===== config.mk =====
export PLATFORM = sky130hd
export DESIGN_NAME = mxp_queue
export DESIGN_NICKNAME = d
export VERILOG_FILES = /design/src/hw/rtl/mxp_pkg.sv /design/src/hw/rtl/mxp_queue.sv
export SDC_FILE = /design/constraint.sdc
export NUM_CORES = 1
export LEC_CHECK = 0
export BUFFER_PORTS_ARGS = -buffer_cell sky130_fd_sc_hd__buf_2
export CELL_PAD_IN_SITES_DETAIL_PLACEMENT = 1
export CELL_PAD_IN_SITES_GLOBAL_PLACEMENT = 1
export CORE_MARGIN = 4
export CORE_UTILIZATION = 41
export CTS_CLUSTER_DIAMETER = 120
export DETAILED_ROUTE_END_ITERATION = 12
export PLACE_DENSITY = 0.74
export SLEW_MARGIN = 10
export SYNTH_ARGS = -nofsm -noshare
export SYNTH_HDL_FRONTEND = slang
export SYNTH_SLANG_ARGS = --single-unit

===== constraint.sdc =====
create_clock -name aclk -period 2.8 [get_ports aclk]
set_clock_uncertainty 0.1 [all_clocks]
set_input_delay 0.56 -clock aclk [delete_from_list [all_inputs] [get_ports aclk]]
set_output_delay 0.56 -clock aclk [all_outputs]
set_load 0.01 [all_outputs]

===== src/hw/rtl/mxp_pkg.sv =====
// Shared types, constants and helpers of the 3x3 stride-2 max pooling block.
`default_nettype none

package mxp_pkg;

    localparam int DATA_W       = 16;
    localparam int CFG_W        = 11;
    localparam int CNT_W        = 10;
    localparam int MAX_WIDTH    = 1024;
    localparam int MAX_HEIGHT   = 1024;
    localparam int MAX_CHANNELS = 1024;
    localparam int PART_DEPTH   = (MAX_WIDTH + 1) / 2;
    localparam int PART_AW      = $clog2(PART_DEPTH);
    localparam int QUEUE_DEPTH  = 4;
    localparam int QUEUE_AW     = $clog2(QUEUE_DEPTH);
    localparam int CFG_IDX_W    = 2;

    localparam logic signed [DATA_W-1:0] MOST_NEG = {1'b1, {(DATA_W-1){1'b0}}};

    typedef enum logic [CFG_IDX_W-1:0] {
        REG_PLANE_HEIGHT  = 2'd0,
        REG_PLANE_WIDTH   = 2'd1,
        REG_CHANNEL_COUNT = 2'd2
    } cfg_reg_t;

    // One horizontal window maximum on its way to the vertical combine.
    typedef struct packed {
        logic signed [DATA_W-1:0] hmax;
        logic [PART_AW-1:0]       col;
        logic                     first_row;
        logic                     odd_row;
        logic                     last_row;
        logic                     last_col;
        logic                     last_chan;
    } vop_t;

    function automatic logic signed [DATA_W-1:0] smax(
        input logic signed [DATA_W-1:0] a,
        input logic signed [DATA_W-1:0] b
    );
        smax = (a > b) ? a : b;
    endfunction

    // Zero reads as one, anything above the bound saturates.
    function automatic logic [CFG_W-1:0] clamp_cfg(
        input logic [CFG_W-1:0] v,
        input logic [CFG_W-1:0] hi
    );
        if (v == '0) begin
            clamp_cfg = CFG_W'(1);
        end else if (v > hi) begin
            clamp_cfg = hi;
        end else begin
            clamp_cfg = v;
        end
    endfunction

endpackage

`default_nettype wire


===== src/hw/rtl/mxp_queue.sv =====
// Short FIFO of horizontal maxima between front end and back end.
`default_nettype none

module mxp_queue (
    input  wire logic          aclk,
    input  wire logic          aresetn,
    input  wire logic          push,
    input  wire mxp_pkg::vop_t push_op,
    output logic               q_ready,
    input  wire logic          pop,
    output logic               q_valid,
    output mxp_pkg::vop_t      q_op
);

    mxp_pkg::vop_t                  slots [mxp_pkg::QUEUE_DEPTH];
    logic [mxp_pkg::QUEUE_AW-1:0]   wptr_reg, rptr_reg;
    logic [mxp_pkg::QUEUE_AW:0]     count_reg;
    logic                           do_push, do_pop;

    assign q_ready = (count_reg != (mxp_pkg::QUEUE_AW+1)'(mxp_pkg::QUEUE_DEPTH));
    assign q_valid = (count_reg != '0);
    assign q_op    = slots[rptr_reg];
    assign do_push = push && q_ready;
    assign do_pop  = pop && q_valid;

    always_ff @(posedge aclk) begin
        if (do_push) begin
            slots[wptr_reg] <= push_op;
        end
    end

    always_ff @(posedge aclk) begin
        if (!aresetn) begin
            wptr_reg  <= '0;
            rptr_reg  <= '0;
            count_reg <= '0;
        end else begin
            if (do_push) begin
                wptr_reg <= wptr_reg + mxp_pkg::QUEUE_AW'(1);
            end
            if (do_pop) begin
                rptr_reg <= rptr_reg + mxp_pkg::QUEUE_AW'(1);
            end
            if (do_push && !do_pop) begin
                count_reg <= count_reg + (mxp_pkg::QUEUE_AW+1)'(1);
            end else if (do_pop && !do_push) begin
                count_reg <= count_reg - (mxp_pkg::QUEUE_AW+1)'(1);
            end
        end
    end

endmodule

`default_nettype wire


==> flow_metrics.tcl <==
set metrics [dict create \
    status "finished clean" \
    dr.pass1.iters 5 \
    cts_tree "yes" \
    ys_warn_count 0 \
    syn_avg_cell_area_um2 23.7 \
    crit_buf_inv 2 \
    clockBufferDepth 2 \
    total_power_mw 6.01 \
    finalSetupTns_ns 0 \
    layout.nets 328 \
    worst_slack_ns 0.319 \
    synth.cell_area_um2 4830 \
    h-tree-depth 4 \
    crit_path_cell_trace "buf_4 > mux4_2 > buf_2" \
    core_um2 11500 \
    grt_pass1_wl_um 13800 \
    grt_pass1_vias 2570 \
    via_count 2204 \
    synthTopCellsByArea "edfxtp_1 75%, mux4_2 14%, dfxtp_1 3.7%, ha_1 1.3%, and2_1 1.0%" \
    path_clk_slew_ns 0.05 \
    p_leak_nw 2.08 \
    fp.dieW_um 117 \
    synth_top_cell_area_share 0.745 \
    drt_wl_total_um 8750 \
    ctsHoldBuffers 0 \
    finalInstanceArea_um2 6040 \
    drt_first_iter_violations 77 \
    power_frac_seq 0.409 \
    slew_headroom 0.734 \
    tightest_slew_ns 0.399 \
    cp_data_arrival_time_ns 1.82 \
    cts_num_sinks 129 \
    dp_slack_ns 0.426 \
    placed_area_um2 5410 \
    synth-adder-area-share 0.0171 \
    worstHoldEndpoint "slots[0][7]$_DFFE_PP_" \
    rsz0062_at_grt "no" \
    whs_ns 0.277 \
    max_freq_ghz 0.403 \
    crit_family "multiplexers" \
    largest_reg_flops 120 \
    most-common-layout-cells "120 x edfxtp_1, 65 x buf_2, 30 x mux4_2" \
    maxCapViolCount 0 \
    max_stage_delay_ns 0.58 \
    slowest_stage "mux4_2" \
    critPathMaxFanout 20 \
    muxShareOfSynthArea 0.146 \
    grt-ovfl-total 0 \
    hold_viol 0 \
    holdCritStartpoint "push_op[7]" \
    drc 0 \
    cts_resized 0 \
    ios 66 \
    switchingPower_mw 1.47 \
    yosysTopAreaCell "edfxtp_1" \
    avgRoutedWirePerCell_um 19.7 \
    grt_max_degree 22 \
    power_density_nw_per_um2 995 \
    vdd_ir_drop_max_mv 0.467 \
    fin_crit_ns 2.48 \
    rrSetupSlack_ns 0.48 \
    async_flop_share 0 \
    antenna_found_initial 0 \
    rr_endpoint "count_reg[2]$_SDFFE_PN0P_" \
    die_area_um2 13600 \
    intPower_mw 4.54 \
    postCtsSetupRepairBufs 0 \
    worstSetupPathType "reg2out" \
    worst-r2r-cell-count 8 \
    area_growth_pct 24.9 \
    place_congestion 0.692 \
    start_util 0.422 \
    hold_class "in2reg" \
    io_buffers 65 \
    synth-edff-count 120 \
    pwr-share-comb 0.207 \
    crit_required_ns 2.14 \
    final_common_cell "edfxtp_1" \
    drive_above_1_share 0.475 \
    setup_viol 0 \
    hold_depth 1 \
    r2r_start "count_reg[1]$_SDFFE_PN0P_" \
    yosysSeqAreaShare 0.783 \
    yosys.area_share.simple 0.0197 \
    cts_root_buffer "clkbuf_16" \
    netlist_instances 204 \
    synth-seq-cells 129 \
    clkLatencyLatePin_ns 0.40 \
    cts_buffers 17 \
    fp.dieH_um 117 \
    post_drt_via_cell_ratio 4.96 \
    cp-start-kind "flip-flop" \
    detailed_place_hpwl_um 5620 \
    synthXorXnorAreaFrac 0.00725 \
    synth-compound-area-share 0.0142 \
    p_sw_frac 0.244 \
    crit_path_end_kind "output port" \
    report.final.slew_viol_count 0 \
    grt_use_total 0.142 \
    pwr-share-clk 0.384 \
    antenna_cells 0 \
    ant_nets 0 \
    synth_top_family_by_area "multiplexers" \
    synth_cell_types 23 \
    ys.flop_type "edfxtp_1" \
    synth_nets 244 \
    rows 39 \
    period_share 0.886 \
]
==> worst max-delay path by stage <==
stage | start | to | slack [ns] | cells past startpoint
6_report | flip-flop | q_op[22] | 0.32 | 3
5_1_grt | flip-flop | q_op[22] | 0.17 | 3
4_1_cts | flip-flop | q_op[22] | 0.25 | 3
3_5_place_dp | push | count_reg[2]$_SDFFE_PN0P_ | 0.43 | 8
3_3_place_gp | push | count_reg[2]$_SDFFE_PN0P_ | 0.48 | 8
2_1_floorplan | count_reg[0]$_SDFFE_PN0P_ | count_reg[2]$_SDFFE_PN0P_ | 0.63 | 8
==> cell usage after synthesis (3+ instances only) <==
cell type,count
buf_2,3
and2_1,8
edfxtp_1,120
xnor2_1,3
inv_1,3
mux4_2,30
ha_1,5
buf_6,3
dfxtp_1,9
mux2i_1,3
nand2_1,5
==> cell families after synthesis <==
group | after synthesis
muxes | 33
AOI/OAI and AO/OA | 5
and+or+nand+nor | 17
buffers and inverters | 10
DFF | 129
xor gates and xnor gates | 4
adders and majority gates | 6
==> power by group through the flow <==
stage / clock network (mW) / registers, mW / logic (mW)
3_3_place_gp: 0 / 2.48 / 1.27
5_1_grt: 2.45 / 2.48 / 1.38
4_1_cts: 2.36 / 2.46 / 1.29
3_5_place_dp: 0 / 2.50 / 1.29
2_1_floorplan: 0 / 2.46 / 0.863
6_report: 2.31 / 2.46 / 1.25
==> worst reg2reg max path, stage by stage (launching register included) <==
cell and delay (ns):
dfxtp_1 0.51, nor2_2 0.11, a21boi_4 0.25, ha_1 0.22
inv_1 0.06, fa_1 0.37, xor2_1 0.18, or3_1 0.30
a21boi_0 0.15
==> routing by layer <==
metal  routed length, um  share of wire  global-route usage  up-vias
met5                   0              0                   0        -
met4                 107          0.012              0.0550        0
met3                 381          0.044              0.0461        7
met2                4950           0.57               0.254       47
met1                3310           0.38               0.159     1134
li1                    -              -                   -     1016
==> stage by stage <==
step	util	std cells
after global placement	0.472	412
after detailed placement	0.472	412
after floorplan	-	204
final	0.527	444
after CTS	0.527	444
after global routing	0.527	444
==> cell type report <==
cell class,count,area (um^2)
fillers,1024,5430
flip-flops and latches,129,3790
multi-input cells,65,992
clock buffers,22,474
repair buffers,72,440
well taps,143,179
clock inverters,10,158
inverters,3,11.3
Power figures use the tool's default switching activity.
