===== src/hw/rtl/mxp_pkg.sv =====
// Shared types, constants and helpers of the 3x3 stride-2 max pooling block.
`default_nettype none

package mxp_pkg;

    localparam int DATA_W       = 16;
    localparam int CFG_W        = 11;
    localparam int CNT_W        = 10;
    localparam int MAX_WIDTH    = 1024;
    localparam int MAX_HEIGHT   = 1024;
    localparam int MAX_CHANNELS = 1024;
    localparam int PART_DEPTH   = (MAX_WIDTH + 1) / 2;
    localparam int PART_AW      = $clog2(PART_DEPTH);
    localparam int QUEUE_DEPTH  = 4;
    localparam int QUEUE_AW     = $clog2(QUEUE_DEPTH);
    localparam int CFG_IDX_W    = 2;

    localparam logic signed [DATA_W-1:0] MOST_NEG = {1'b1, {(DATA_W-1){1'b0}}};

    typedef enum logic [CFG_IDX_W-1:0] {
        REG_PLANE_HEIGHT  = 2'd0,
        REG_PLANE_WIDTH   = 2'd1,
        REG_CHANNEL_COUNT = 2'd2
    } cfg_reg_t;

    // One horizontal window maximum on its way to the vertical combine.
    typedef struct packed {
        logic signed [DATA_W-1:0] hmax;
        logic [PART_AW-1:0]       col;
        logic                     first_row;
        logic                     odd_row;
        logic                     last_row;
        logic                     last_col;
        logic                     last_chan;
    } vop_t;

    function automatic logic signed [DATA_W-1:0] smax(
        input logic signed [DATA_W-1:0] a,
        input logic signed [DATA_W-1:0] b
    );
        smax = (a > b) ? a : b;
    endfunction

    // Zero reads as one, anything above the bound saturates.
    function automatic logic [CFG_W-1:0] clamp_cfg(
        input logic [CFG_W-1:0] v,
        input logic [CFG_W-1:0] hi
    );
        if (v == '0) begin
            clamp_cfg = CFG_W'(1);
        end else if (v > hi) begin
            clamp_cfg = hi;
        end else begin
            clamp_cfg = v;
        end
    endfunction

endpackage

`default_nettype wire


===== src/hw/rtl/mxp_front.sv =====
// Front end: configuration, position counters and horizontal window maximum.
`default_nettype none

module mxp_front (
    input  wire logic                                aclk,
    input  wire logic                                aresetn,
    input  wire logic                                cfg_wr_en,
    input  wire logic [mxp_pkg::CFG_IDX_W-1:0]       cfg_index,
    input  wire logic [mxp_pkg::CFG_W-1:0]           cfg_data,
    input  wire logic                                s_tvalid,
    input  wire logic signed [mxp_pkg::DATA_W-1:0]   sample,
    input  wire logic                                q_ready,
    output logic                                     push,
    output mxp_pkg::vop_t                            push_op
);

    localparam logic [mxp_pkg::CFG_W-1:0] HI_H = mxp_pkg::CFG_W'(mxp_pkg::MAX_HEIGHT);
    localparam logic [mxp_pkg::CFG_W-1:0] HI_W = mxp_pkg::CFG_W'(mxp_pkg::MAX_WIDTH);
    localparam logic [mxp_pkg::CFG_W-1:0] HI_C = mxp_pkg::CFG_W'(mxp_pkg::MAX_CHANNELS);

    logic [mxp_pkg::CFG_W-1:0]          height_reg, height_next;
    logic [mxp_pkg::CFG_W-1:0]          width_reg, width_next;
    logic [mxp_pkg::CFG_W-1:0]          chans_reg, chans_next;
    logic [mxp_pkg::CNT_W-1:0]          col_reg, col_next;
    logic [mxp_pkg::CNT_W-1:0]          row_reg, row_next;
    logic [mxp_pkg::CNT_W-1:0]          chan_reg, chan_next;
    logic signed [mxp_pkg::DATA_W-1:0]  hrun_reg, hrun_next;

    logic                               accept;
    logic                               restart;
    logic                               last_col, last_row, last_chan;
    logic                               hdone;
    logic signed [mxp_pkg::DATA_W-1:0]  hval;
    logic signed [mxp_pkg::DATA_W-1:0]  hcomb;

    assign accept    = s_tvalid && q_ready;
    assign last_col  = ({1'b0, col_reg} + mxp_pkg::CFG_W'(1)) >= width_reg;
    assign last_row  = ({1'b0, row_reg} + mxp_pkg::CFG_W'(1)) >= height_reg;
    assign last_chan = ({1'b0, chan_reg} + mxp_pkg::CFG_W'(1)) >= chans_reg;

    always_comb begin
        height_next = height_reg;
        width_next  = width_reg;
        chans_next  = chans_reg;
        restart     = 1'b0;
        if (cfg_wr_en) begin
            case (cfg_index)
                mxp_pkg::REG_PLANE_HEIGHT: begin
                    height_next = mxp_pkg::clamp_cfg(cfg_data, HI_H);
                    restart     = 1'b1;
                end
                mxp_pkg::REG_PLANE_WIDTH: begin
                    width_next = mxp_pkg::clamp_cfg(cfg_data, HI_W);
                    restart    = 1'b1;
                end
                mxp_pkg::REG_CHANNEL_COUNT: begin
                    chans_next = mxp_pkg::clamp_cfg(cfg_data, HI_C);
                    restart    = 1'b1;
                end
                default: begin
                    restart = 1'b0;
                end
            endcase
        end
    end

    // Pair columns: odd column closes a window and seeds the next one.
    always_comb begin
        hcomb = (col_reg == '0) ? sample : mxp_pkg::smax(hrun_reg, sample);
        if (col_reg[0]) begin
            hval      = mxp_pkg::smax(hrun_reg, sample);
            hdone     = 1'b1;
            hrun_next = sample;
        end else begin
            hval      = hcomb;
            hdone     = last_col;
            hrun_next = hcomb;
        end
    end

    always_comb begin
        col_next  = col_reg;
        row_next  = row_reg;
        chan_next = chan_reg;
        if (last_col) begin
            col_next = '0;
            if (last_row) begin
                row_next  = '0;
                chan_next = last_chan ? '0 : chan_reg + mxp_pkg::CNT_W'(1);
            end else begin
                row_next = row_reg + mxp_pkg::CNT_W'(1);
            end
        end else begin
            col_next = col_reg + mxp_pkg::CNT_W'(1);
        end
    end

    assign push              = accept && hdone;
    assign push_op.hmax      = hval;
    assign push_op.col       = col_reg[mxp_pkg::CNT_W-1:1];
    assign push_op.first_row = (row_reg == '0);
    assign push_op.odd_row   = row_reg[0];
    assign push_op.last_row  = last_row;
    assign push_op.last_col  = last_col;
    assign push_op.last_chan = last_chan;

    always_ff @(posedge aclk) begin
        if (!aresetn) begin
            height_reg <= mxp_pkg::CFG_W'(1);
            width_reg  <= mxp_pkg::CFG_W'(1);
            chans_reg  <= mxp_pkg::CFG_W'(1);
            col_reg    <= '0;
            row_reg    <= '0;
            chan_reg   <= '0;
            hrun_reg   <= mxp_pkg::MOST_NEG;
        end else begin
            height_reg <= height_next;
            width_reg  <= width_next;
            chans_reg  <= chans_next;
            if (restart) begin
                col_reg  <= '0;
                row_reg  <= '0;
                chan_reg <= '0;
                hrun_reg <= mxp_pkg::MOST_NEG;
            end else if (accept) begin
                col_reg  <= col_next;
                row_reg  <= row_next;
                chan_reg <= chan_next;
                hrun_reg <= hrun_next;
            end
        end
    end

endmodule

`default_nettype wire


===== config.mk =====
export PLATFORM = sky130hd
export DESIGN_NAME = mxp_front
export DESIGN_NICKNAME = d
export VERILOG_FILES = /design/src/hw/rtl/mxp_pkg.sv /design/src/hw/rtl/mxp_front.sv
export SDC_FILE = /design/constraint.sdc
export NUM_CORES = 1
export LEC_CHECK = 0
export ABC_CLOCK_PERIOD_IN_PS = 6800
export BUFFER_PORTS_ARGS = -buffer_cell sky130_fd_sc_hd__clkbuf_2
export CORE_ASPECT_RATIO = 0.75
export CORE_UTILIZATION = 59
export DETAILED_ROUTE_END_ITERATION = 8
export GPL_ROUTABILITY_DRIVEN = 0
export PLACE_DENSITY = 0.89
export RECOVER_POWER = 50
export SYNTH_ARGS = -nofsm -noshare
export SYNTH_HDL_FRONTEND = slang
export SYNTH_SLANG_ARGS = --single-unit

===== constraint.sdc =====
create_clock -name aclk -period 6.8 [get_ports aclk]
set_clock_uncertainty 0.15 [all_clocks]
set_input_delay 2.04 -clock aclk [delete_from_list [all_inputs] [get_ports aclk]]
set_output_delay 2.04 -clock aclk [all_outputs]
set_load 0.005 [all_outputs]

==> impl_metrics.json <==
{
  "hold_ws_ns": 0.319,
  "slew_violations": 0,
  "drc": 1,
  "hold_viol": 0,
  "largest_reg_flops": 16,
  "htreeDepth": 3,
  "synth-main-ff-cell": "dfxtp_1",
  "hold_end": "width_reg[4]",
  "clk_latency_ns": 0.34,
  "grt_setup_unrepaired": "no",
  "fin_area_um2": 5930,
  "regToRegStartpoint": "col_reg[1]",
  "cp_max_fo": 16,
  "synth_edf_count": 0,
  "multiInputGateArea_um2": 3370,
  "io_pins": 65,
  "initial_core_util_pct": 62.3,
  "grt_pass1_wl_mm": 21.1,
  "cts_root_buf": "clkbuf_16",
  "cts.sinks": 79,
  "place_area_um2": 5650,
  "pre_cts_ws_ns": 0.0371,
  "fin_nets": 795,
  "power.density_nw_per_um2": 183,
  "crit_path_top_delay_cell": "or4_4",
  "n_antenna_cell": 0,
  "finalWirelength_mm": 12.8,
  "grt_pass1_vias": 4553,
  "place_hpwl_mm": 9.43,
  "cp-start-kind": "input pin",
  "end_kind": "primary output",
  "reg2regPathDepth": 14,
  "portBuffers": 64,
  "ys_seq_area_share_pct": 29.4,
  "r2r_setup_slack_ns": 2.56,
  "cts_buffers": 9,
  "die_h_um": 84.7,
  "grt_max_degree": 49,
  "max_slew_margin_pct": 32.8,
  "ys_warn_count": 0,
  "crit_path_cell_trace": "clkbuf_2 -> inv_1 -> ha_1 -> nand4_1 -> or4_4 -> a21o_1 -> nand3_1 -> and3_1 -> buf_8 -> mux2_2 -> clkbuf_2",
  "period_needed_ns": 6.64,
  "grt_usage_pct": 28.0,
  "antenna_found_initial": 0,
  "core-area_um2": 8640,
  "drtPass1Iterations": 9,
  "synth_seq_cells": 79,
  "netlist_area_um2": 5380,
  "worst_pin_slew_ns": 1.00,
  "ant_nets": 0,
  "vias": 4746,
  "arrival_ns": 4.45,
  "drt_iter0_drc": 256,
  "hold_start": "width_reg[4]",
  "total_power_w": 0.00109,
  "crit_top_cell": "clkbuf_2",
  "r2r-end": "chan_reg[0]",
  "syn_inst": 664,
  "syn_area_per_cell_um2": 8.11,
  "die_w_um": 112,
  "num_rows": 29,
  "worstHoldPathType": "flop to flop",
  "fmax_mhz": 151,
  "area_growth_pct": 10.3,
  "status": "finished with violations",
  "cts_hold_buffers": 0,
  "finalCritPeriodShare_pct": 97.7,
  "overflow": 0,
  "leakagePower_nw": 2.49,
  "ys_async_sr_fraction_pct": 0,
  "final.setup.tns_ns": 0,
  "clockBufferDepth": 2,
  "drive_gt1_share_pct": 14.9,
  "max_cap_violations": 0,
  "wl_per_cell_um": 15.6,
  "crit_type": "input pin to primary output",
  "setup_viol": 0,
  "die-area_um2": 9510,
  "nFillCells": 675,
  "cts_tree": "done",
  "synth_nets": 752,
  "cp.required_ns": 4.61,
  "path_clk_slew_ns": 0.06,
  "synth.distinct_cells": 50,
  "irDropWorstVdd_mv": 0.200,
  "layout_setup_ws_ns": 0.158,
  "slowest_delay_ns": 0.56,
  "vias_per_cell": 5.79,
  "failed_checks": "design-rule violations",
  "regArea_um2": 1580,
  "whs_path_depth": 2
}
[cell usage after synthesis (all sizes together), types with 10 or more instances]
cell	n	share of area (%)
buf	17	2.7
clkbuf	20	1.4
o21ai	24	2.2
and3	10	1.2
mux2i	19	3.5
a21oi	29	2.7
nor2b	11	1.3
nand2	131	9.1
nor3	10	0.93
xnor2	12	2.0
nand3	23	2.1
o211ai	18	2.5
ha	54	13
a21boi	30	4.2
mux2	16	4.0
dfxtp	79	29
inv	57	4.0
nor2	14	0.98
or3	11	1.3
[report_power, final]
part	total (W)	internal [W]	switching [W]
sequential	0.000478	0.000471	0.00000667
clock	0.000462	0.000261	0.000202
combinational	0.000148	0.0000595	0.0000881
[timing repair]
action | in CTS | in global routing
gates resized for setup | 0 | 2
setup endpoints to repair | 0 | 16
buffers inserted | 0 | 1
[critical path, delay by kind of cell]
kind	cells	cell delay, ns
compound gates	1	0.18
fa+ha+maj	1	0.32
buf+inv	4	0.50
mux	1	0.36
simple gates	4	1.05
[cells by family after synthesis]
group           count (synthesis)  share of synthesized area, %
simple gates                  250                          22.1
compound gates                131                          16.9
buf+inv                        94                          8.04
fa+ha+maj                      54                          12.6
flops                          79                          29.4
mux                            35                          7.58
xor+xnor                       21                          3.42
[layer usage]
layer / vias to the layer above / share of wire (%) / track usage [%]
met4: 0 / 1.8 / 8.61
met3: 27 / 5.5 / 6.28
met5: - / 0 / 0
met1: 2202 / 45 / 35.9
met2: 148 / 48 / 47.1
li1: 2369 / - / -
[per-stage QoR]
stage / utilization [%] / cells
after CTS: 68.7 / 819
after global placement: 65.4 / 803
final: 68.7 / 820
after global routing: 68.7 / 820
after detailed placement: 65.4 / 803
after floorplan: - / 664
[placed cells by master (no fill, tap or decap), types with 18 or more instances in the layout]
cell | netlist | routed
a21boi_0 | 30 | 30
a21oi_1 | 29 | 29
clkbuf_2 | 0 | 59
dfxtp_1 | 79 | 79
ha_1 | 54 | 54
inv_1 | 57 | 57
mux2i_1 | 19 | 19
nand2_1 | 131 | 131
nand3_1 | 23 | 23
o211ai_1 | 18 | 18
o21ai_0 | 24 | 24
[cell type report]
type | count | area share, %
multi-input cells | 491 | 56.8
flip-flops and latches | 79 | 26.6
repair buffers | 69 | 5.92
clock buffers | 11 | 4.09
inverters | 57 | 3.61
well taps | 108 | 2.28
clock inverters | 5 | 0.696
[worst max path at each step]
stage	from	end	slack, ns
6_report	sample[14]	push_op[14]	0.16
3_3_place_gp	sample[15]	push_op[29]	0.16
2_1_floorplan	sample[15]	push_op[19]	0.44
3_5_place_dp	sample[14]	push_op[14]	0.04
5_1_grt	sample[14]	push_op[14]	0.05
4_1_cts	sample[14]	push_op[14]	0.03
Note: power is estimated with default switching activity, not from simulation.
